$ cat config.mk
export PLATFORM = sky130hd
export DESIGN_NAME = bin_gps_frame_deframer_unit_flat
export DESIGN_NICKNAME = d
export VERILOG_FILES = /design/src/hdl/bgfd_pkg.sv /design/src/hdl/bgfd_in_if.sv /design/src/hdl/bgfd_out_if.sv /design/src/hdl/bgfd_cfg_if.sv /design/src/hdl/bin_gps_frame_deframer_unit.sv /design/src/hdl/bgfd_front.sv /design/src/hdl/bgfd_queue.sv /design/src/hdl/bgfd_back.sv /design/src/flat_wrapper.sv
export SDC_FILE = /design/constraint.sdc
export NUM_CORES = 1
export LEC_CHECK = 0
export BUFFER_PORTS_ARGS = -buffer_cell sky130_fd_sc_hd__buf_2
export CAP_MARGIN = 30
export CELL_PAD_IN_SITES_DETAIL_PLACEMENT = 1
export CELL_PAD_IN_SITES_GLOBAL_PLACEMENT = 1
export CORE_MARGIN = 2
export CORE_UTILIZATION = 30
export DETAILED_ROUTE_END_ITERATION = 10
export MAX_ROUTING_LAYER = met4
export PLACE_DENSITY_LB_ADDON = 0.1
export SLEW_MARGIN = 40
export SYNTH_ARGS = -nofsm -noshare
export SYNTH_HDL_FRONTEND = slang
export SYNTH_SLANG_ARGS = --single-unit
export TNS_END_PERCENT = 50
$ cat constraint.sdc
create_clock -name clk -period 4.5 [get_ports clk]
set_clock_uncertainty 0.05 [all_clocks]
set_input_delay 0.225 -clock clk [delete_from_list [all_inputs] [get_ports clk]]
set_output_delay 0.225 -clock clk [all_outputs]
set_load 0.01 [all_outputs]
$ cat src/hdl/bgfd_pkg.sv
package bgfd_pkg;

  // largest payload length a header may carry
  localparam int PAYLOAD_LIMIT = 304;
  localparam int LEN_W         = $clog2(PAYLOAD_LIMIT + 1);
  localparam int CFG_LEN_W     = 9;
  localparam int CFG_IDX_W     = 2;
  localparam int FLEN_W        = 9;

  // sync word characters
  localparam logic [7:0] SYNC_DOLLAR = 8'h24;
  localparam logic [7:0] SYNC_B      = 8'h42;
  localparam logic [7:0] SYNC_I      = 8'h49;
  localparam logic [7:0] SYNC_N      = 8'h4E;

  // message type codes
  localparam logic [15:0] TYPE_ONE     = 16'd1;
  localparam logic [15:0] TYPE_TWO     = 16'd2;
  localparam logic [15:0] TYPE_EIGHTY  = 16'd80;
  localparam logic [15:0] TYPE_LOG_LO  = 16'd93;
  localparam logic [15:0] TYPE_LOG_HI  = 16'd98;
  localparam logic [15:0] TYPE_NINETY9 = 16'd99;
  localparam logic [15:0] TYPE_MAX     = 16'd99;

  // register reset values
  localparam logic [CFG_LEN_W-1:0] TYPE1_LEN_RST  = CFG_LEN_W'(52);
  localparam logic [CFG_LEN_W-1:0] TYPE99_LEN_RST = CFG_LEN_W'(304);

  typedef enum logic [CFG_IDX_W-1:0] {
    REG_TYPE1_LEN  = 2'd0,
    REG_TYPE99_LEN = 2'd1
  } reg_idx_t;

  typedef enum logic [3:0] {
    PH_HUNT,
    PH_SYNC_B,
    PH_SYNC_I,
    PH_SYNC_N,
    PH_TYPE_LO,
    PH_TYPE_HI,
    PH_LEN_LO,
    PH_LEN_HI,
    PH_PAYLOAD,
    PH_CK_LO,
    PH_CK_HI,
    PH_TRAIL_1,
    PH_TRAIL_2
  } phase_t;

  typedef enum logic {
    KIND_DATA   = 1'b0,
    KIND_STATUS = 1'b1
  } kind_t;

  typedef enum logic [1:0] {
    CLS_TYPE1  = 2'd0,
    CLS_TYPE99 = 2'd1,
    CLS_LOGGED = 2'd2,
    CLS_NONE   = 2'd3
  } cls_t;

  typedef enum logic [2:0] {
    ST_GOOD    = 3'd0,
    ST_BAD_LEN = 3'd1,
    ST_UNKNOWN = 3'd2,
    ST_BAD_CK  = 3'd3,
    ST_BAD_HDR = 3'd4
  } status_t;

  // one result item
  typedef struct packed {
    kind_t             kind;
    logic [7:0]        data_byte;
    cls_t              msg_class;
    status_t           frame_status;
    logic [FLEN_W-1:0] frame_length;
    logic              last;
  } res_t;

  // push side of the queue
  typedef struct packed {
    logic valid;
    res_t res;
  } push_t;

  // header length saturated to the result field
  function automatic logic [FLEN_W-1:0] sat_len(input logic [15:0] n);
    logic [FLEN_W-1:0] r;
    if (n > 16'((1 << FLEN_W) - 1)) begin
      r = '1;
    end else begin
      r = n[FLEN_W-1:0];
    end
    return r;
  endfunction

endpackage

$ cat src/hdl/bgfd_in_if.sv
interface bgfd_in_if;
  logic       valid;
  logic       ready;
  logic [7:0] in_byte;

  modport source (output valid, output in_byte, input ready);
  modport sink (input valid, input in_byte, output ready);
endinterface

$ cat src/hdl/bgfd_out_if.sv
interface bgfd_out_if;
  logic       valid;
  logic       ready;
  logic       kind;
  logic [7:0] data_byte;
  logic [1:0] msg_class;
  logic [2:0] frame_status;
  logic [8:0] frame_length;
  logic       last;

  modport source (output valid, output kind, output data_byte, output msg_class,
                  output frame_status, output frame_length, output last, input ready);
  modport sink (input valid, input kind, input data_byte, input msg_class,
                input frame_status, input frame_length, input last, output ready);
endinterface

$ cat src/hdl/bgfd_cfg_if.sv
interface bgfd_cfg_if;
  logic       valid;
  logic       ready;
  logic [1:0] index;
  logic [8:0] data;

  modport source (output valid, output index, output data, input ready);
  modport sink (input valid, input index, input data, output ready);
endinterface

$ cat src/hdl/bin_gps_frame_deframer_unit.sv
// Byte-serial deframer for "$BIN" binary GPS messages. One byte is taken per
// clock while the result queue is not full; the parser front end classifies
// each byte in the cycle it arrives, so the sustained rate is one byte per
// cycle, set by the byte-wise parser state machine and its 16-bit sum. Results
// (payload bytes and one status per frame or bad header) pass through a
// two-entry queue and an output register before they show on the output.
// in_ch.ready drops only when the queue is full because the output is held.
// Configuration writes are always taken and must be made while idle.
module bin_gps_frame_deframer_unit (
  input logic         clk,
  input logic         rst_n,
  bgfd_in_if.sink     in_ch,
  bgfd_out_if.source  out_ch,
  bgfd_cfg_if.sink    cfg_ch
);
  import bgfd_pkg::*;

  push_t push;
  logic  q_full, q_not_empty, q_pop;
  res_t  q_head, out_res;

  assign cfg_ch.ready = 1'b1;

  // parser front end
  bgfd_front u_front (
    .clk       (clk),
    .rst_n     (rst_n),
    .in_valid  (in_ch.valid),
    .in_byte   (in_ch.in_byte),
    .q_full    (q_full),
    .in_ready  (in_ch.ready),
    .cfg_valid (cfg_ch.valid),
    .cfg_index (cfg_ch.index),
    .cfg_data  (cfg_ch.data),
    .push      (push)
  );

  // result queue
  bgfd_queue u_queue (
    .clk       (clk),
    .rst_n     (rst_n),
    .push      (push),
    .pop       (q_pop),
    .full      (q_full),
    .not_empty (q_not_empty),
    .head      (q_head)
  );

  // output stage
  bgfd_back u_back (
    .clk         (clk),
    .rst_n       (rst_n),
    .q_not_empty (q_not_empty),
    .q_head      (q_head),
    .q_pop       (q_pop),
    .out_ready   (out_ch.ready),
    .out_valid   (out_ch.valid),
    .out_res     (out_res)
  );

  assign out_ch.kind         = out_res.kind;
  assign out_ch.data_byte    = out_res.data_byte;
  assign out_ch.msg_class    = out_res.msg_class;
  assign out_ch.frame_status = out_res.frame_status;
  assign out_ch.frame_length = out_res.frame_length;
  assign out_ch.last         = out_res.last;

endmodule

$ cat src/hdl/bgfd_front.sv
module bgfd_front (
  input  logic                       clk,
  input  logic                       rst_n,
  input  logic                       in_valid,
  input  logic [7:0]                 in_byte,
  input  logic                       q_full,
  output logic                       in_ready,
  input  logic                       cfg_valid,
  input  logic [bgfd_pkg::CFG_IDX_W-1:0] cfg_index,
  input  logic [bgfd_pkg::CFG_LEN_W-1:0] cfg_data,
  output bgfd_pkg::push_t            push
);
  import bgfd_pkg::*;

  phase_t               phase_r, phase_nxt;
  logic [15:0]          type_r, type_nxt;
  logic [7:0]           len_lo_r, len_lo_nxt;
  logic [LEN_W-1:0]     plen_r, plen_nxt;
  logic [LEN_W-1:0]     cnt_r, cnt_nxt;
  logic [15:0]          sum_r, sum_nxt;
  logic [7:0]           ck_lo_r, ck_lo_nxt;
  logic [CFG_LEN_W-1:0] t1_len_r, t99_len_r;

  logic        accept;
  logic [15:0] plen16;
  logic [15:0] ck;
  logic [15:0] plen_ext;
  res_t        res;
  logic        emit;

  assign in_ready = !q_full;
  assign accept   = in_valid && in_ready;
  assign plen16   = {in_byte, len_lo_r};
  assign ck       = {in_byte, ck_lo_r};
  assign plen_ext = 16'(plen_r);

  // configuration registers
  always_ff @(posedge clk) begin
    if (!rst_n) begin
      t1_len_r  <= TYPE1_LEN_RST;
      t99_len_r <= TYPE99_LEN_RST;
    end else if (cfg_valid) begin
      case (cfg_index)
        REG_TYPE1_LEN:  t1_len_r  <= cfg_data;
        REG_TYPE99_LEN: t99_len_r <= cfg_data;
        default: ;
      endcase
    end
  end

  // state registers
  always_ff @(posedge clk) begin
    if (!rst_n) begin
      phase_r  <= PH_HUNT;
      type_r   <= '0;
      len_lo_r <= '0;
      plen_r   <= '0;
      cnt_r    <= '0;
      sum_r    <= '0;
      ck_lo_r  <= '0;
    end else if (accept) begin
      phase_r  <= phase_nxt;
      type_r   <= type_nxt;
      len_lo_r <= len_lo_nxt;
      plen_r   <= plen_nxt;
      cnt_r    <= cnt_nxt;
      sum_r    <= sum_nxt;
      ck_lo_r  <= ck_lo_nxt;
    end
  end

  // byte classification and result build
  always_comb begin
    phase_nxt        = phase_r;
    type_nxt         = type_r;
    len_lo_nxt       = len_lo_r;
    plen_nxt         = plen_r;
    cnt_nxt          = cnt_r;
    sum_nxt          = sum_r;
    ck_lo_nxt        = ck_lo_r;
    emit             = 1'b0;
    res.kind         = KIND_STATUS;
    res.data_byte    = '0;
    res.msg_class    = CLS_NONE;
    res.frame_status = ST_GOOD;
    res.frame_length = sat_len(plen_ext);
    res.last         = 1'b1;
    case (phase_r)
      PH_HUNT: begin
        if (in_byte == SYNC_DOLLAR) phase_nxt = PH_SYNC_B;
      end
      PH_SYNC_B, PH_SYNC_I, PH_SYNC_N: begin
        if ((phase_r == PH_SYNC_B && in_byte == SYNC_B) ||
            (phase_r == PH_SYNC_I && in_byte == SYNC_I) ||
            (phase_r == PH_SYNC_N && in_byte == SYNC_N)) begin
          phase_nxt = (phase_r == PH_SYNC_B) ? PH_SYNC_I :
                      (phase_r == PH_SYNC_I) ? PH_SYNC_N : PH_TYPE_LO;
        end else if (in_byte == SYNC_DOLLAR) begin
          phase_nxt = PH_SYNC_B;
        end else begin
          phase_nxt = PH_HUNT;
        end
      end
      PH_TYPE_LO: begin
        type_nxt  = {8'h00, in_byte};
        phase_nxt = PH_TYPE_HI;
      end
      PH_TYPE_HI: begin
        type_nxt  = {in_byte, type_r[7:0]};
        phase_nxt = PH_LEN_LO;
      end
      PH_LEN_LO: begin
        len_lo_nxt = in_byte;
        phase_nxt  = PH_LEN_HI;
      end
      PH_LEN_HI: begin
        plen_nxt = plen16[LEN_W-1:0];
        cnt_nxt  = '0;
        sum_nxt  = '0;
        if (type_r > TYPE_MAX || plen16 > 16'(PAYLOAD_LIMIT)) begin
          phase_nxt        = PH_HUNT;
          emit             = 1'b1;
          res.frame_status = ST_BAD_HDR;
          res.frame_length = sat_len(plen16);
        end else if (plen16 == 16'd0) begin
          phase_nxt = PH_CK_LO;
        end else begin
          phase_nxt = PH_PAYLOAD;
        end
      end
      PH_PAYLOAD: begin
        sum_nxt = sum_r + 16'(in_byte);
        cnt_nxt = cnt_r + LEN_W'(1);
        if (cnt_nxt >= plen_r) phase_nxt = PH_CK_LO;
        emit          = 1'b1;
        res.kind      = KIND_DATA;
        res.data_byte = in_byte;
        res.last      = 1'b0;
      end
      PH_CK_LO: begin
        ck_lo_nxt = in_byte;
        phase_nxt = PH_CK_HI;
      end
      PH_CK_HI: begin
        emit = 1'b1;
        if (ck != sum_r) begin
          phase_nxt        = PH_HUNT;
          res.frame_status = ST_BAD_CK;
        end else begin
          phase_nxt = PH_TRAIL_1;
          if (type_r == TYPE_ONE) begin
            if (plen_ext == 16'(t1_len_r)) res.msg_class = CLS_TYPE1;
            else res.frame_status = ST_BAD_LEN;
          end else if (type_r == TYPE_NINETY9) begin
            if (plen_ext == 16'(t99_len_r)) res.msg_class = CLS_TYPE99;
            else res.frame_status = ST_BAD_LEN;
          end else if (type_r == TYPE_TWO || type_r == TYPE_EIGHTY ||
                       (type_r >= TYPE_LOG_LO && type_r <= TYPE_LOG_HI)) begin
            res.msg_class = CLS_LOGGED;
          end else begin
            res.frame_status = ST_UNKNOWN;
          end
        end
      end
      PH_TRAIL_1: begin
        phase_nxt = PH_TRAIL_2;
      end
      default: begin
        phase_nxt = PH_HUNT;
      end
    endcase
  end

  assign push.valid = accept && emit;
  assign push.res   = res;

endmodule

$ cat src/hdl/bgfd_queue.sv
module bgfd_queue (
  input  logic             clk,
  input  logic             rst_n,
  input  bgfd_pkg::push_t  push,
  input  logic             pop,
  output logic             full,
  output logic             not_empty,
  output bgfd_pkg::res_t   head
);
  import bgfd_pkg::*;

  res_t       slot_r [2];
  logic       wr_ptr_r, rd_ptr_r;
  logic [1:0] count_r;

  assign full      = (count_r == 2'd2);
  assign not_empty = (count_r != 2'd0);
  assign head      = slot_r[rd_ptr_r];

  // pointers and fill level
  always_ff @(posedge clk) begin
    if (!rst_n) begin
      wr_ptr_r <= 1'b0;
      rd_ptr_r <= 1'b0;
      count_r  <= '0;
    end else begin
      if (push.valid) wr_ptr_r <= !wr_ptr_r;
      if (pop) rd_ptr_r <= !rd_ptr_r;
      count_r <= count_r + 2'(push.valid) - 2'(pop);
    end
  end

  // storage
  always_ff @(posedge clk) begin
    if (push.valid) slot_r[wr_ptr_r] <= push.res;
  end

endmodule

$ cat src/hdl/bgfd_back.sv
module bgfd_back (
  input  logic            clk,
  input  logic            rst_n,
  input  logic            q_not_empty,
  input  bgfd_pkg::res_t  q_head,
  output logic            q_pop,
  input  logic            out_ready,
  output logic            out_valid,
  output bgfd_pkg::res_t  out_res
);
  import bgfd_pkg::*;

  logic valid_r;
  res_t res_r;

  // load when the output register is free or being drained
  assign q_pop     = q_not_empty && (!valid_r || out_ready);
  assign out_valid = valid_r;
  assign out_res   = res_r;

  always_ff @(posedge clk) begin
    if (!rst_n) begin
      valid_r <= 1'b0;
    end else if (q_pop) begin
      valid_r <= 1'b1;
    end else if (out_ready) begin
      valid_r <= 1'b0;
    end
  end

  always_ff @(posedge clk) begin
    if (q_pop) res_r <= q_head;
  end

endmodule
$ cat src/flat_wrapper.sv
// flat-port wrapper written by rule: the top's interface ports become plain ports
module bin_gps_frame_deframer_unit_flat import bgfd_pkg::*;
  (clk, rst_n, in_ch_valid, in_ch_in_byte, in_ch_ready, out_ch_valid, out_ch_kind, out_ch_data_byte, out_ch_msg_class, out_ch_frame_status, out_ch_frame_length, out_ch_last, out_ch_ready, cfg_ch_valid, cfg_ch_index, cfg_ch_data, cfg_ch_ready);
  bgfd_in_if in_ch_i ();
  bgfd_out_if out_ch_i ();
  bgfd_cfg_if cfg_ch_i ();
  input logic clk;
  input logic rst_n;
  input wire logic [$bits(in_ch_i.valid)-1:0] in_ch_valid;
  input wire logic [$bits(in_ch_i.in_byte)-1:0] in_ch_in_byte;
  output wire logic [$bits(in_ch_i.ready)-1:0] in_ch_ready;
  output wire logic [$bits(out_ch_i.valid)-1:0] out_ch_valid;
  output wire logic [$bits(out_ch_i.kind)-1:0] out_ch_kind;
  output wire logic [$bits(out_ch_i.data_byte)-1:0] out_ch_data_byte;
  output wire logic [$bits(out_ch_i.msg_class)-1:0] out_ch_msg_class;
  output wire logic [$bits(out_ch_i.frame_status)-1:0] out_ch_frame_status;
  output wire logic [$bits(out_ch_i.frame_length)-1:0] out_ch_frame_length;
  output wire logic [$bits(out_ch_i.last)-1:0] out_ch_last;
  input wire logic [$bits(out_ch_i.ready)-1:0] out_ch_ready;
  input wire logic [$bits(cfg_ch_i.valid)-1:0] cfg_ch_valid;
  input wire logic [$bits(cfg_ch_i.index)-1:0] cfg_ch_index;
  input wire logic [$bits(cfg_ch_i.data)-1:0] cfg_ch_data;
  output wire logic [$bits(cfg_ch_i.ready)-1:0] cfg_ch_ready;
  assign in_ch_i.valid = in_ch_valid;
  assign in_ch_i.in_byte = in_ch_in_byte;
  assign in_ch_ready = in_ch_i.ready;
  assign out_ch_valid = out_ch_i.valid;
  assign out_ch_kind = out_ch_i.kind;
  assign out_ch_data_byte = out_ch_i.data_byte;
  assign out_ch_msg_class = out_ch_i.msg_class;
  assign out_ch_frame_status = out_ch_i.frame_status;
  assign out_ch_frame_length = out_ch_i.frame_length;
  assign out_ch_last = out_ch_i.last;
  assign out_ch_i.ready = out_ch_ready;
  assign cfg_ch_i.valid = cfg_ch_valid;
  assign cfg_ch_i.index = cfg_ch_index;
  assign cfg_ch_i.data = cfg_ch_data;
  assign cfg_ch_ready = cfg_ch_i.ready;
  bin_gps_frame_deframer_unit u_core (.clk(clk), .rst_n(rst_n), .in_ch(in_ch_i), .out_ch(out_ch_i), .cfg_ch(cfg_ch_i));
endmodule
==> results of run 1 <==
==> metal layers <==
layer	part of all wire	wire, µm	global-route usage	vias to the layer above
li1	-	-	-	2809
met1	0.47	9822	0.2105	2838
met2	0.49	10300	0.2781	75
met3	0.024	506	0.02702	19
met4	0.015	305	0.04944	0
met5	0	0	-	-
==> power by group through the flow <==
| stage | Clock, mW | Combinational (mW) | Sequential (mW) |
|---|---|---|---|
| 3_5_place_dp | 0 | 0.430 | 1.77 |
| 5_1_grt | 1.53 | 0.471 | 1.74 |
| 2_1_floorplan | 0 | 0.250 | 1.77 |
| 6_report | 1.43 | 0.425 | 1.73 |
| 3_3_place_gp | 0 | 0.427 | 1.76 |
| 4_1_cts | 1.48 | 0.436 | 1.73 |
==> placed cells by master, fill, tap and decap left out, types with 4 or more instances in the layout <==
cell            n
nor3_1         15
nand4_1        13
a22oi_1        11
inv_1          18
xor2_1         22
mux2i_1        36
or4_1           6
clkbuf_16      17
and3_1          5
a21oi_1        44
o21a_1          4
o211ai_1        5
nand2b_1        4
and2_1         12
a31oi_1         4
nand2_1        70
or3_1          13
dlygate4sd3_1   6
nor4_1         10
a21o_1         10
nand3_1        30
inv_8           4
nor2_1         69
edfxtp_1       69
xnor2_1        26
ha_1           20
buf_2          51
buf_4           7
o2111ai_1       5
dfxtp_1        92
o21ai_0        22
nor2b_1         7
mux2_2         23
==> registers in the layout, indices dropped and copies added, names as in the netlist <==
name	flops
u_core.u_front.type_r	16
u_core.u_front.t99_len_r	9
u_core.u_front.sum_r	16
u_core.u_queue.count_r	2
u_core.u_back.out_res	23
u_core.u_front.ck_lo_r	8
u_core.u_front.len_lo_r	8
u_core.u_front.phase_r	4
u_core.u_queue.rd_ptr_r	1
u_core.u_back.out_valid	1
u_core.u_queue.wr_ptr_r	1
u_core.u_front.t1_len_r	9
u_core.u_front.cnt_r	9
u_core.u_queue.slot_r	46
u_core.u_front.plen_r	9
==> area by class of cell <==
class / count / share of cell area
inverter: 21 / 0.009118
tap: 330 / 0.04629
clock inverter: 14 / 0.01627
sequential: 162 / 0.4412
clock buffer: 18 / 0.04811
multi-input combinational: 531 / 0.3978
timing repair buffer: 64 / 0.04124
==> worst max-delay path by stage <==
stage | start | end | slack, ps | cells past startpoint
after detailed placement | u_core.u_front.cnt_r[0] | u_core.u_front.phase_r[2] | 1340 | 10
after floorplan | u_core.u_front.cnt_r[0] | u_core.u_front.phase_r[2] | 1800 | 10
final | u_core.u_front.cnt_r[0] | u_core.u_front.phase_r[2] | 1280 | 10
after CTS | u_core.u_front.cnt_r[0] | u_core.u_front.phase_r[1] | 1320 | 10
after global placement | u_core.u_front.cnt_r[0] | u_core.u_front.phase_r[2] | 1580 | 10
after global routing | u_core.u_front.cnt_r[0] | u_core.u_front.phase_r[1] | 940 | 10
==> critical path, stage by stage (launching register included) <==
cell and delay [ps]:
dfxtp_1 430, ha_1 290, nand3_1 160, nor3_1 270
xor2_1 230, ha_1 290, a21o_1 190, a2111oi_0 420
o21ai_0 340, and2_1 260, a31o_2 200
==> through the flow <==
stage                     power, mW  worst slack, ps  hold slack, ps
after floorplan               2.019             1802           300.1
after global placement        2.190             1581           398.5
after detailed placement      2.198             1339           415.3
after CTS                     3.647             1317           5.181
after global routing          3.747            942.4           24.41
final                         3.580             1284           16.14
==> cell families (layout without fill, tap and decap cells) <==
family	Yosys count	count (layout)	synth area share
simple gates	275	275	0.1778
flops	162	162	0.5111
compound gates	127	127	0.1070
buf+inv	63	117	0.03349
mux	59	59	0.08046
xor+xnor	48	48	0.05462
fa+ha+maj	21	21	0.03511
other cells	1	1	0.0004872
==> run summary, run 1 <==
The cell with the most instances after synthesis is dfxtp_1. For this configuration, the core starts out at a cell density of 0.3057. The measured slew at the worst slew-check pin came out at 773.7 ps. The buffer depth of the longest clock path came out at 2. The placed instances occupy a cell area of 0.008272 mm². Of the total power, the share spent switching nets is 0.2805. The startpoint-to-endpoint class of the critical path is flip-flop to flip-flop. Across all layers, the routed design uses 5741 vias. The footprint of the flip-flops and latches came out at 0.003935 mm².

Counting instances in the post-synthesis netlist gives the leading cell types as 93 x dfxtp_1, 72 x nor2_1, 70 x nand2_1, 69 x edfxtp_1, 44 x a21oi_1. The relative contribution of sequential cells to total power is 0.483. The combinational fraction of design power came out at 0.119. The fill cell total of the finished layout came out at 2821. The number of global-route vias before repair came to 6014. The maximum level of the CTS H-tree came out at 4.

Setup repair after global routing left no endpoint under its margin. The internal power is 2.576 mW. The total of cells resized after clock tree synthesis is 0. The number of cells on the worst reg-to-reg path came out at 10.

The reg2reg setup slack is 1280 ps. The number of buffers inserted during clock tree synthesis came out at 17. The count of maximum capacitance violations is 0.

Setup violations remaining at the end of the flow were counted as 0. The final instance count without filler cells is 1140. The worst hold path terminates at u_core.u_front.t1_len_r[7]. The worst flop-to-flop path startpoint is u_core.u_front.cnt_r[0].

Measured on the finished design, the core utilization comes to 0.3542. The latest clock arrival within the worst-skew pair is 430 ps. The worst endpoint data arrival time came out at 3490 ps. The area growth from synthesis to layout is 15.88%.

The launch point of the worst hold path is cfg_ch_data[7]. For the worst setup path, the data required time is 4780 ps. The mapped netlist covers 0.007697 mm². The final period utilization is 0.7146. The first global-routing pass estimated 33450 µm of wire. The average routed wire per standard cell is 18.36 µm.

The finished layout cell area came out at 0.008920 mm². The total I/O pin count came out at 51. Of all cell types, the one taking the most synthesized area is edfxtp_1. The clock tree from TritonCTS is yes. For this run, the register share of the synthesized area comes to 0.5111.

The final count of pins violating max slew is 0. The share of async-settable or async-resettable flops after synthesis is 0. The share of synthesized area in the top cell type comes to 0.2692.

The remaining antenna violation count is 0. The number of buffers inserted to repair setup after CTS came out at 0. The initial antenna violation count is 0. The placement row count is 58. STA classifies the critical path endpoint as a flip-flop. The final routed wirelength across all metal layers is 20930 µm. After synthesis the netlist holds a flip-flop and latch count of 162.

The clock slew at the register clock pins of the worst setup and hold paths came out at 70 ps. After synthesis, the cell types taking the most area are edfxtp_1 27%, dfxtp_1 24%, mux2i_1 4.7%, nor2_1 3.5%, nand2_1 3.4%. The total half-perimeter wirelength after legalization and detailed placement came out at 14590 µm. In the routed layout, each cell is associated on average with a via count of 5.036. The congestion estimate from routability-driven global placement came to 0.8107. The quantity of I/O buffers inserted on ports is 49.

Measured against its own limit, the worst slew margin works out to 0.4827. The core box area is 0.02518 mm². The maximum fanout count along the critical path came out at 6.

VDD sags by at most 0.1604 mV. The overall global routing resource usage is 0.1676. After detailed routing, the number of remaining DRC violations is 0. The power per cell area came out at 401.4 mW/mm².

The worst flop-to-flop path endpoint is u_core.u_front.phase_r[2]. The residual overflow from global routing came out at 0. The multi-input logic area is 0.003548 mm². The share of post-route cells with drive strength above 1 is 0.1617. The library cell used as clock root buffer is clkbuf_16. The fmax is 0.3110 GHz.

The net count of the finished layout is 842. In this run the power spent charging and discharging nets is 1.004 mW. The min-delay analysis places its worst path in the category input pin to flip-flop.

For this run, the leading register cell type out of synthesis is dfxtp_1. The die covers 0.02696 mm². After detailed placement, the design holds a cell count of 1102. The maximum number of pins on one net before global-route repair came out at 52.

The number of clock sinks is 162. The flow ran to the end, and the final reports show no timing, DRC or antenna violations. The gate count after technology mapping came out at 756. The synthesized netlist net count came out at 801.

The clock share of power is 0.399. The number of hold buffers added after CTS came out at 6. The worst hold path was traced through 3 stages. The leakage component of the power came out at 3.411 nW. The y dimension of the die is 164.2 µm. The mean instance size in the synthesized netlist is 10.18 µm². The startpoint kind of the worst setup timing path is a flip-flop. Counting distinct cell types in the post-synthesis netlist gives 57. The number of antenna cells inserted is 0. The smallest clock period supported by the final layout is computed as 3216 ps. The setup TNS is 0 ps. The number of enable flip-flop cells after synthesis is 69. The number of detailed-route iterations in the first pass is 4. The total of warnings raised by yosys is 0. The die span in x came out at 164.2 µm. The starting DRC count in detailed routing came out at 353. The number of endpoints with negative hold slack in the final report is 0.
No activity file was read; power rests on OpenSTA's default activity.
==> inputs of run 2 (changes only) <==
- ABC_AREA: not set -> 1
- clock period: 4.5 -> 3.3 ns (I/O delays scaled with it)
==> run 2 against run 1 <==
First-iteration DRC count decreased by 24%. Clock power is 43% higher. Final area is 2.4% higher. Register-to-register slack got worse by 670 ps. Cell count up 19%. Synthesized area grew 1.4%. Worst hold slack got worse by 3.1 ps. Sequential cell count unchanged. Count of clock-buffer cells in the layout is the same. Global-route usage grew 0.60 points. Routed wire length increased by 3.4%. Critical path type unchanged. Highest routed layer unchanged.
==> run summary, run 2 <==
The most common cell in the synthesized netlist is nand2_1. The number of cells on the worst reg-to-reg path is 13. The weighted congestion at the end of routability-driven global placement is 0.8056. The number of instances in the placed design came out at 1319. The number of hold buffers added after CTS is 9.

The number of global-route vias before repair is 6431. The total half-perimeter wirelength after legalization and detailed placement is 15430 µm. The adder-cell share of the synthesized area came out at 0.03463. The depth of the critical timing path with buffers and inverters included came out at 13. Of the cells placed in the final design, the portion with a size suffix greater than 1 is 0.1288. The share of async-settable or async-resettable flops after synthesis is 0. The total of warnings raised by yosys came out at 0. The net total in the final layout came out at 1057.

Once detail routing completed, the nets flagged for antenna violations numbered 0. The final period utilization is 0.8139. The final routed wirelength across all metal layers is 21640 µm. For this configuration, the core starts out at a cell density of 0.3029. The largest total area in the synthesized netlist belongs to edfxtp_1.

The mean instance size in the synthesized netlist is 8.232 µm². By area, the combinational part of the netlist is dominated by simple AND/OR/NAND/NOR gates. The starting DRC count in detailed routing came out at 269. The via total after detailed routing is 6389. Summed over all cells, the static leakage comes to 3.865 nW. Entering global routing, the biggest net connects 46 pins. The xor and xnor fraction of the mapped netlist area is 0.02806. The number of enable flip-flop cells after synthesis came out at 69. TritonCTS built the clock tree.

The placement row count is 59. The critical path is of the flip-flop to flip-flop type. The final instance count without filler cells is 1360. The final count of pins violating max slew was 0.

The number of clock sinks is 162. The cell area after synthesis came out at 0.007804 mm². The fill cell total of the finished layout is 3065. The buffer depth of the longest clock path is 2.

For this run, the leading register cell type out of synthesis is dfxtp_1. Setup repair after global routing left no endpoint under its margin. The number of setup violations in the final report came out at 0. The core box area came out at 0.02576 mm². The latest clock arrival within the worst-skew pair came out at 440 ps. The number of antenna cells inserted is 0. Grouping stages by cell kind, the critical path spends the most delay in simple AND/OR/NAND/NOR gates. The commonest non-fill, non-tap cell in the layout is nand2_1.

In the layout the commonest cells are 244 x nand2_1, 96 x inv_1, 93 x dfxtp_1, 87 x nor2_1, 86 x a21oi_1. The number of flip-flops under the largest register name is 46. The largest stage delay on the critical path came out at 390 ps. The signal on the critical path passes through ha_1 -> nand3_1 -> nand3b_1 -> nand3b_1 -> xnor2_1 -> ha_1 -> a21oi_1 -> o21ai_0 -> a21oi_1 -> nand4_1 -> nand2_1 -> o21bai_1 -> a21oi_1. In this run the critical register-to-register path is captured at u_core.u_front.phase_r[0]. The via-per-instance ratio came out at 4.698.

The number of distinct library cells after synthesis is 46. The total I/O pin count is 51. The power per cell area is 561.5 mW/mm². The reg2reg setup slack is 610 ps. The total of cells resized after clock tree synthesis came out at 0. The worst register-to-register path begins at u_core.u_front.cnt_r[0]. The post-synthesis to final-layout area growth came out at 17.08%. The largest individual stage delay along the critical path comes from the cell dfxtp_1.

The most numerous cell on the critical path is a21oi_1. The post-synthesis sequential element count came out at 162. Post-CTS timing repair inserted 0 buffers for setup.

For the pin with the worst max-slew slack, the measured transition is 754.4 ps. The library cell used as clock root buffer is clkbuf_16. The area fraction in and, or, nand and nor cells after synthesis is 0.2429. The post-detailed-route DRC marker count came out at 0. The critical path ends at u_core.u_front.phase_r[0]. Synthesis produced a netlist whose cell count is 948.

VDD sags by at most 0.3614 mV. The quantity of I/O buffers inserted on ports is 49. The die is 165.3 µm tall. The worst endpoint data arrival time came out at 2920 ps. The number of clock buffers added by TritonCTS is 17. The clock slew at the register clock pins of the worst setup and hold paths is 80 ps. Counting both buffers and inverters, the worst setup path holds a total of 0.

The fmax came out at 0.3723 GHz. The number of endpoints with negative hold slack in the final report came out at 0. The initial antenna violation count is 0. In the synthesized netlist, the cells that appear most often are 244 x nand2_1, 96 x inv_1, 93 x dfxtp_1, 90 x nor2_1, 86 x a21oi_1. The top register by number of flip-flops is u_core.u_queue.slot_r. The worst hold path belongs to the class input pin to flip-flop. The startpoint kind of the worst setup timing path is a flip-flop. The share of the synthesized area in compound gates (AO/OA/AOI/OAI) was 0.1198. For this run, the register share of the synthesized area comes to 0.5041. The average routed wire per standard cell is 15.91 µm.

The residual overflow from global routing is 0. The critical path starts at u_core.u_front.cnt_r[0]. The flow ran to the end, and the final reports show no timing, DRC or antenna violations.

Of all nets on the critical path, the largest fanout is 7. The category of the worst setup path capture point is a flip-flop. The count of maximum capacitance violations came out at 0. The floorplan step defined a die boundary enclosing 0.02732 mm². The headroom to the max-slew limit came out at 0.4924. In the global route stage, overall resource usage came out at 0.1736. By area the synthesized netlist is led by edfxtp_1 27%, dfxtp_1 24%, nand2_1 12%, a21oi_1 5.5%, inv_1 4.6%. The share of synthesized area in the top cell type comes to 0.2655. The data required time of the critical path came out at 3530 ps. The smallest hold slack came out at 13.04 ps. The number of detailed-route iterations in the first pass is 4. The setup TNS is 0 ps. The die span in x came out at 165.3 µm. After synthesis, the share of cell area in mux cells is 0.

The minimum clock period is 2686 ps. Counting every net in the synthesized netlist gives 993. The first-pass GRT wire length came out at 35130 µm. The H-tree was split into 4 levels.
run 2: layout make-up:
| class | instances | area (µm²) | share of cell area |
|---|---|---|---|
| multi-input combinational | 652 | 3331 | 0.3646 |
| tap | 335 | 419.2 | 0.04588 |
| sequential | 162 | 3934 | 0.4306 |
| timing repair buffer | 71 | 432.9 | 0.04738 |
| inverter | 108 | 415.4 | 0.04547 |
| clock inverter | 14 | 165.2 | 0.01808 |
| clock buffer | 18 | 439.2 | 0.04807 |
run 2: stage by stage:
stage,setup slack (ps),power (mW),util,area [µm²]
4_1_cts,570.1,5.233,0.3546,9136
3_3_place_gp,704.9,3.144,0.3276,8439
3_5_place_dp,620.2,3.150,0.3277,8442
6_report,614.1,5.130,0.3546,9136
5_1_grt,324.6,5.412,0.3546,9136
2_1_floorplan,706.7,2.838,-,7804
run 2: metal layers:
metal  share of wire  up-vias  global-route usage  wire length [µm]
met1            0.50     3030              0.2317             10910
li1                -     3259                   -                 -
met3           0.025       22             0.02897               536
met4           0.012        0             0.04348               267
met2            0.46       78              0.2750              9923
met5               0        -                   -                 0
run 2: logic make-up after synthesis:
kind of cell | after synthesis
xor gates and xnor gates | 25
AOI/OAI and AO/OA | 173
DFF | 162
and+or+nand+nor | 432
other | 1
adders and majority gates | 21
buffers and inverters | 134
run 2: worst min-delay path by stage:
stage / endpoint / cells past startpoint / start
2_1_floorplan: u_core.u_front.t99_len_r[4] / 2 / cfg_ch_data[4]
3_3_place_gp: u_core.u_front.t99_len_r[8] / 3 / cfg_ch_data[8]
3_5_place_dp: u_core.u_front.t99_len_r[8] / 3 / cfg_ch_data[8]
4_1_cts: u_core.u_front.t99_len_r[1] / 3 / cfg_ch_data[1]
5_1_grt: u_core.u_front.t1_len_r[1] / 3 / cfg_ch_data[1]
6_report: u_core.u_front.t99_len_r[1] / 3 / cfg_ch_data[1]
run 2: worst reg2reg max path, stage by stage (launching register included):
cell,delay [ps]
dfxtp_1,390
ha_1,200
nand3_1,110
nand3b_1,200
nand3b_1,190
xnor2_1,200
ha_1,290
a21oi_1,170
o21ai_0,100
a21oi_1,130
nand4_1,100
nand2_1,200
o21bai_1,140
a21oi_1,70
run 2: report_power, final:
group	switching, mW	leakage, nW	total, mW	internal, mW
Combinational	0.487	2.13	0.726	0.239
Clock	0.943	0.287	2.05	1.10
Sequential	0.0505	1.45	2.36	2.31
==> inputs of run 3 (changes only) <==
- clock period: 3.3 -> 2.2 ns (I/O delays scaled with it)
==> run 3 against run 2 <==
The flow now finishes with violations (setup timing). Clock power is 44% higher. Largest cell class unchanged. Count of clock-buffer cells in the layout is 1 lower. Global-route usage is 0.19 points higher. Sequential cell count stayed put. Die area stayed put. Largest power group unchanged. Via count is 2.0% higher. First-iteration DRC count is 3.7% lower. Maximum frequency is 15% higher. Register-to-register slack worse by 750 ps. Worst hold slack better by 28 ps. Setup slack worse by 750 ps.
==> run summary, run 3 (synthesized netlist as in run 2, its figures left out) <==
The footprint of the flip-flops and latches is 0.003936 mm². The first-pass GRT wire length came out at 35560 µm. After detailed placement, the total cell area comes to 0.008815 mm². The run finished, with violations left. The H-tree was split into 4 levels. The data required time of the critical path came out at 2510 ps. Wires add up to 22040 µm. The net total in the final layout came out at 1111. The clock tree from TritonCTS is yes. The maximum fanout count along the critical path is 7.

The die footprint is 0.02732 mm². In this run the count of I/O pins placed on the die edge is 51. The via total after detailed routing came out at 6515.

The measured slew at the worst slew-check pin came out at 744.6 ps. In the layout the commonest cells are 243 x nand2_1, 96 x inv_1, 91 x dfxtp_1, 85 x nor2_1, 82 x a21oi_1. The fill cell total of the finished layout came out at 3088. The weighted congestion at the end of routability-driven global placement came out at 0.8054. For this configuration, the core starts out at a cell density of 0.3029. The largest individual stage delay along the critical path comes from the cell dfxtp_2.

Traced cell by cell, the critical path runs through ha_4 -> nand3_2 -> nand3b_1 -> nand3b_1 -> xnor2_2 -> ha_4 -> nand2_1 -> nor2_2 -> nand3b_1 -> nand4_1 -> nand2_2 -> o21bai_1 -> a21oi_1. The number of instances in the placed design is 1369. The die span in x came out at 165.3 µm. The share of post-route cells with drive strength above 1 came out at 0.1872. The placement row count is 59. The fmax came out at 0.4275 GHz. The most numerous cell type found on the critical path is nand3b_1. The final reports fail on setup timing. The post-detailed-route DRC marker count came out at 0.

The later pin in the worst-skew pair is clocked with a latency of 430 ps. The average routed wire per standard cell is 15.59 µm. The starting DRC count in detailed routing is 259. The number of clock sinks came out at 162. The source of the critical timing path is u_core.u_front.cnt_r[1]. Across all setup checks in the final design, the least slack found is -139.5 ps. The number of buffers inserted during clock tree synthesis came out at 17. The leakage component of the power came out at 4.149 nW.

STA classifies the critical path endpoint as a flip-flop. The worst hold path belongs to the class input pin to flip-flop. The finished layout cell area came out at 0.009615 mm².

The worst register-to-register path begins at u_core.u_front.cnt_r[1]. The peak supply drop came out at 0.6171 mV. The clock slew at the register clock pins of the worst setup and hold paths is 70 ps. The worst setup path is launched from a flip-flop. The core box area is 0.02576 mm².

The number of setup violations in the final report came out at 4. The post-synthesis to final-layout area growth came out at 23.22%. The largest stage delay on the critical path came out at 360 ps. In the routed layout, each cell is associated on average with a via count of 4.607. The number of endpoints with negative hold slack in the final report came out at 0.

The top register by number of flip-flops is u_core.u_queue.slot_r. The final period utilization is 1.063. The count of maximum capacitance violations came out at 0.

The number of global-route vias before repair was 6554. The y dimension of the die came out at 165.3 µm. The quantity of I/O buffers inserted on ports is 49. The clock passes through at most 2 buffers. Data on the critical path arrives at its endpoint at 2650 ps. The setup path with the least slack is of type flip-flop to flip-flop. The multi-input logic area is 0.003416 mm². The number of flip-flops under the largest register name came out at 46. The maximum number of pins on one net before global-route repair came out at 45. The final count of pins violating max slew came out at 0.

In this run the tightest slew margin relative to its limit is 0.5030. Setup repair after global routing could not meet its margin everywhere. The number of antenna cells inserted is 0. The worst register-to-register path has a setup slack of -140 ps. The commonest non-fill, non-tap cell in the layout is nand2_1.

The total half-perimeter wirelength after legalization and detailed placement is 16210 µm. The initial antenna violation count came out at 0. Subtracting the final worst setup slack from the clock period gives 2339 ps. The worst hold path begins at in_ch_in_byte[0]. The overall global routing resource usage is 0.1755. The remaining antenna violation count came out at 0.

The final instance count without filler cells is 1414. The total overflow left after global routing is 0. The tree is rooted in a clkbuf_16. The power per cell area is 793.2 mW/mm². The first TritonRoute pass finished after 4 iterations.
==> run 3: path summary, 6_finish.rpt <==
check	end	depth (start not counted)
worst max-delay path	u_core.u_front.phase_r[0]	13
worst min register to register	u_core.u_front.t99_len_r[7]	2
worst max register to register	u_core.u_front.phase_r[0]	13
worst min-delay path	u_core.u_front.sum_r[0]	4
==> run 3: layer usage <==
layer | vias to the layer above | global-route usage | part of all wire
met3 | 15 | 0.03247 | 0.019
met2 | 59 | 0.2799 | 0.47
met5 | - | - | 0
met4 | 0 | 0.03715 | 0.010
li1 | 3379 | - | -
met1 | 3062 | 0.2334 | 0.50
==> run 3: power by group <==
part           switching, mW  total, mW  internal (mW)
Clock                   1.42       2.95           1.52
Sequential            0.0733       3.54           3.47
Combinational          0.759       1.14          0.380
Total                   2.26       7.63           5.37
==> run 3: metrics by stage <==
step           utilization  worst slack (ps)  power (mW)  hold WS (ps)  setup TNS (ps)
6_report            0.3732            -139.5       7.627         40.77          -486.2
5_1_grt             0.3732            -323.3       8.026         67.58           -1372
2_1_floorplan            -            -172.2       4.277         173.2          -613.2
4_1_cts             0.3714            -204.5       7.756         33.17          -786.1
3_3_place_gp        0.3421            -258.6       4.749         279.3          -986.3
3_5_place_dp        0.3421            -326.8       4.777         288.1           -1256
==> run 3: cell type report <==
class,instances,share of cell area
clock buffers,17,0.04424
repair buffers,125,0.08744
well taps,335,0.04359
clock inverters,15,0.01692
multi-input cells,652,0.3552
flip-flops and latches,162,0.4094
inverters,108,0.04320
==> run 3: what timing repair did <==
action | in CTS | in global routing
hold buffers | 10 | 0
cloned | 0 | 0
endpoints found under the setup margin | 5 | 6
gates resized for setup | 13 | 8
buffers inserted | 3 | 0
endpoints found under the hold margin | 19 | 0
pin swaps | 8 | 5
==> run 3: worst max-delay path, delay by kind of cell (launching register included) <==
family                   cells  cell delay (ps)
AND/OR/NAND/NOR              8              940
adder cells (fa/ha/maj)      2              430
flip-flops                   1              360
AO/OA/AOI/OAI                2              310
XOR/XNOR                     1              190
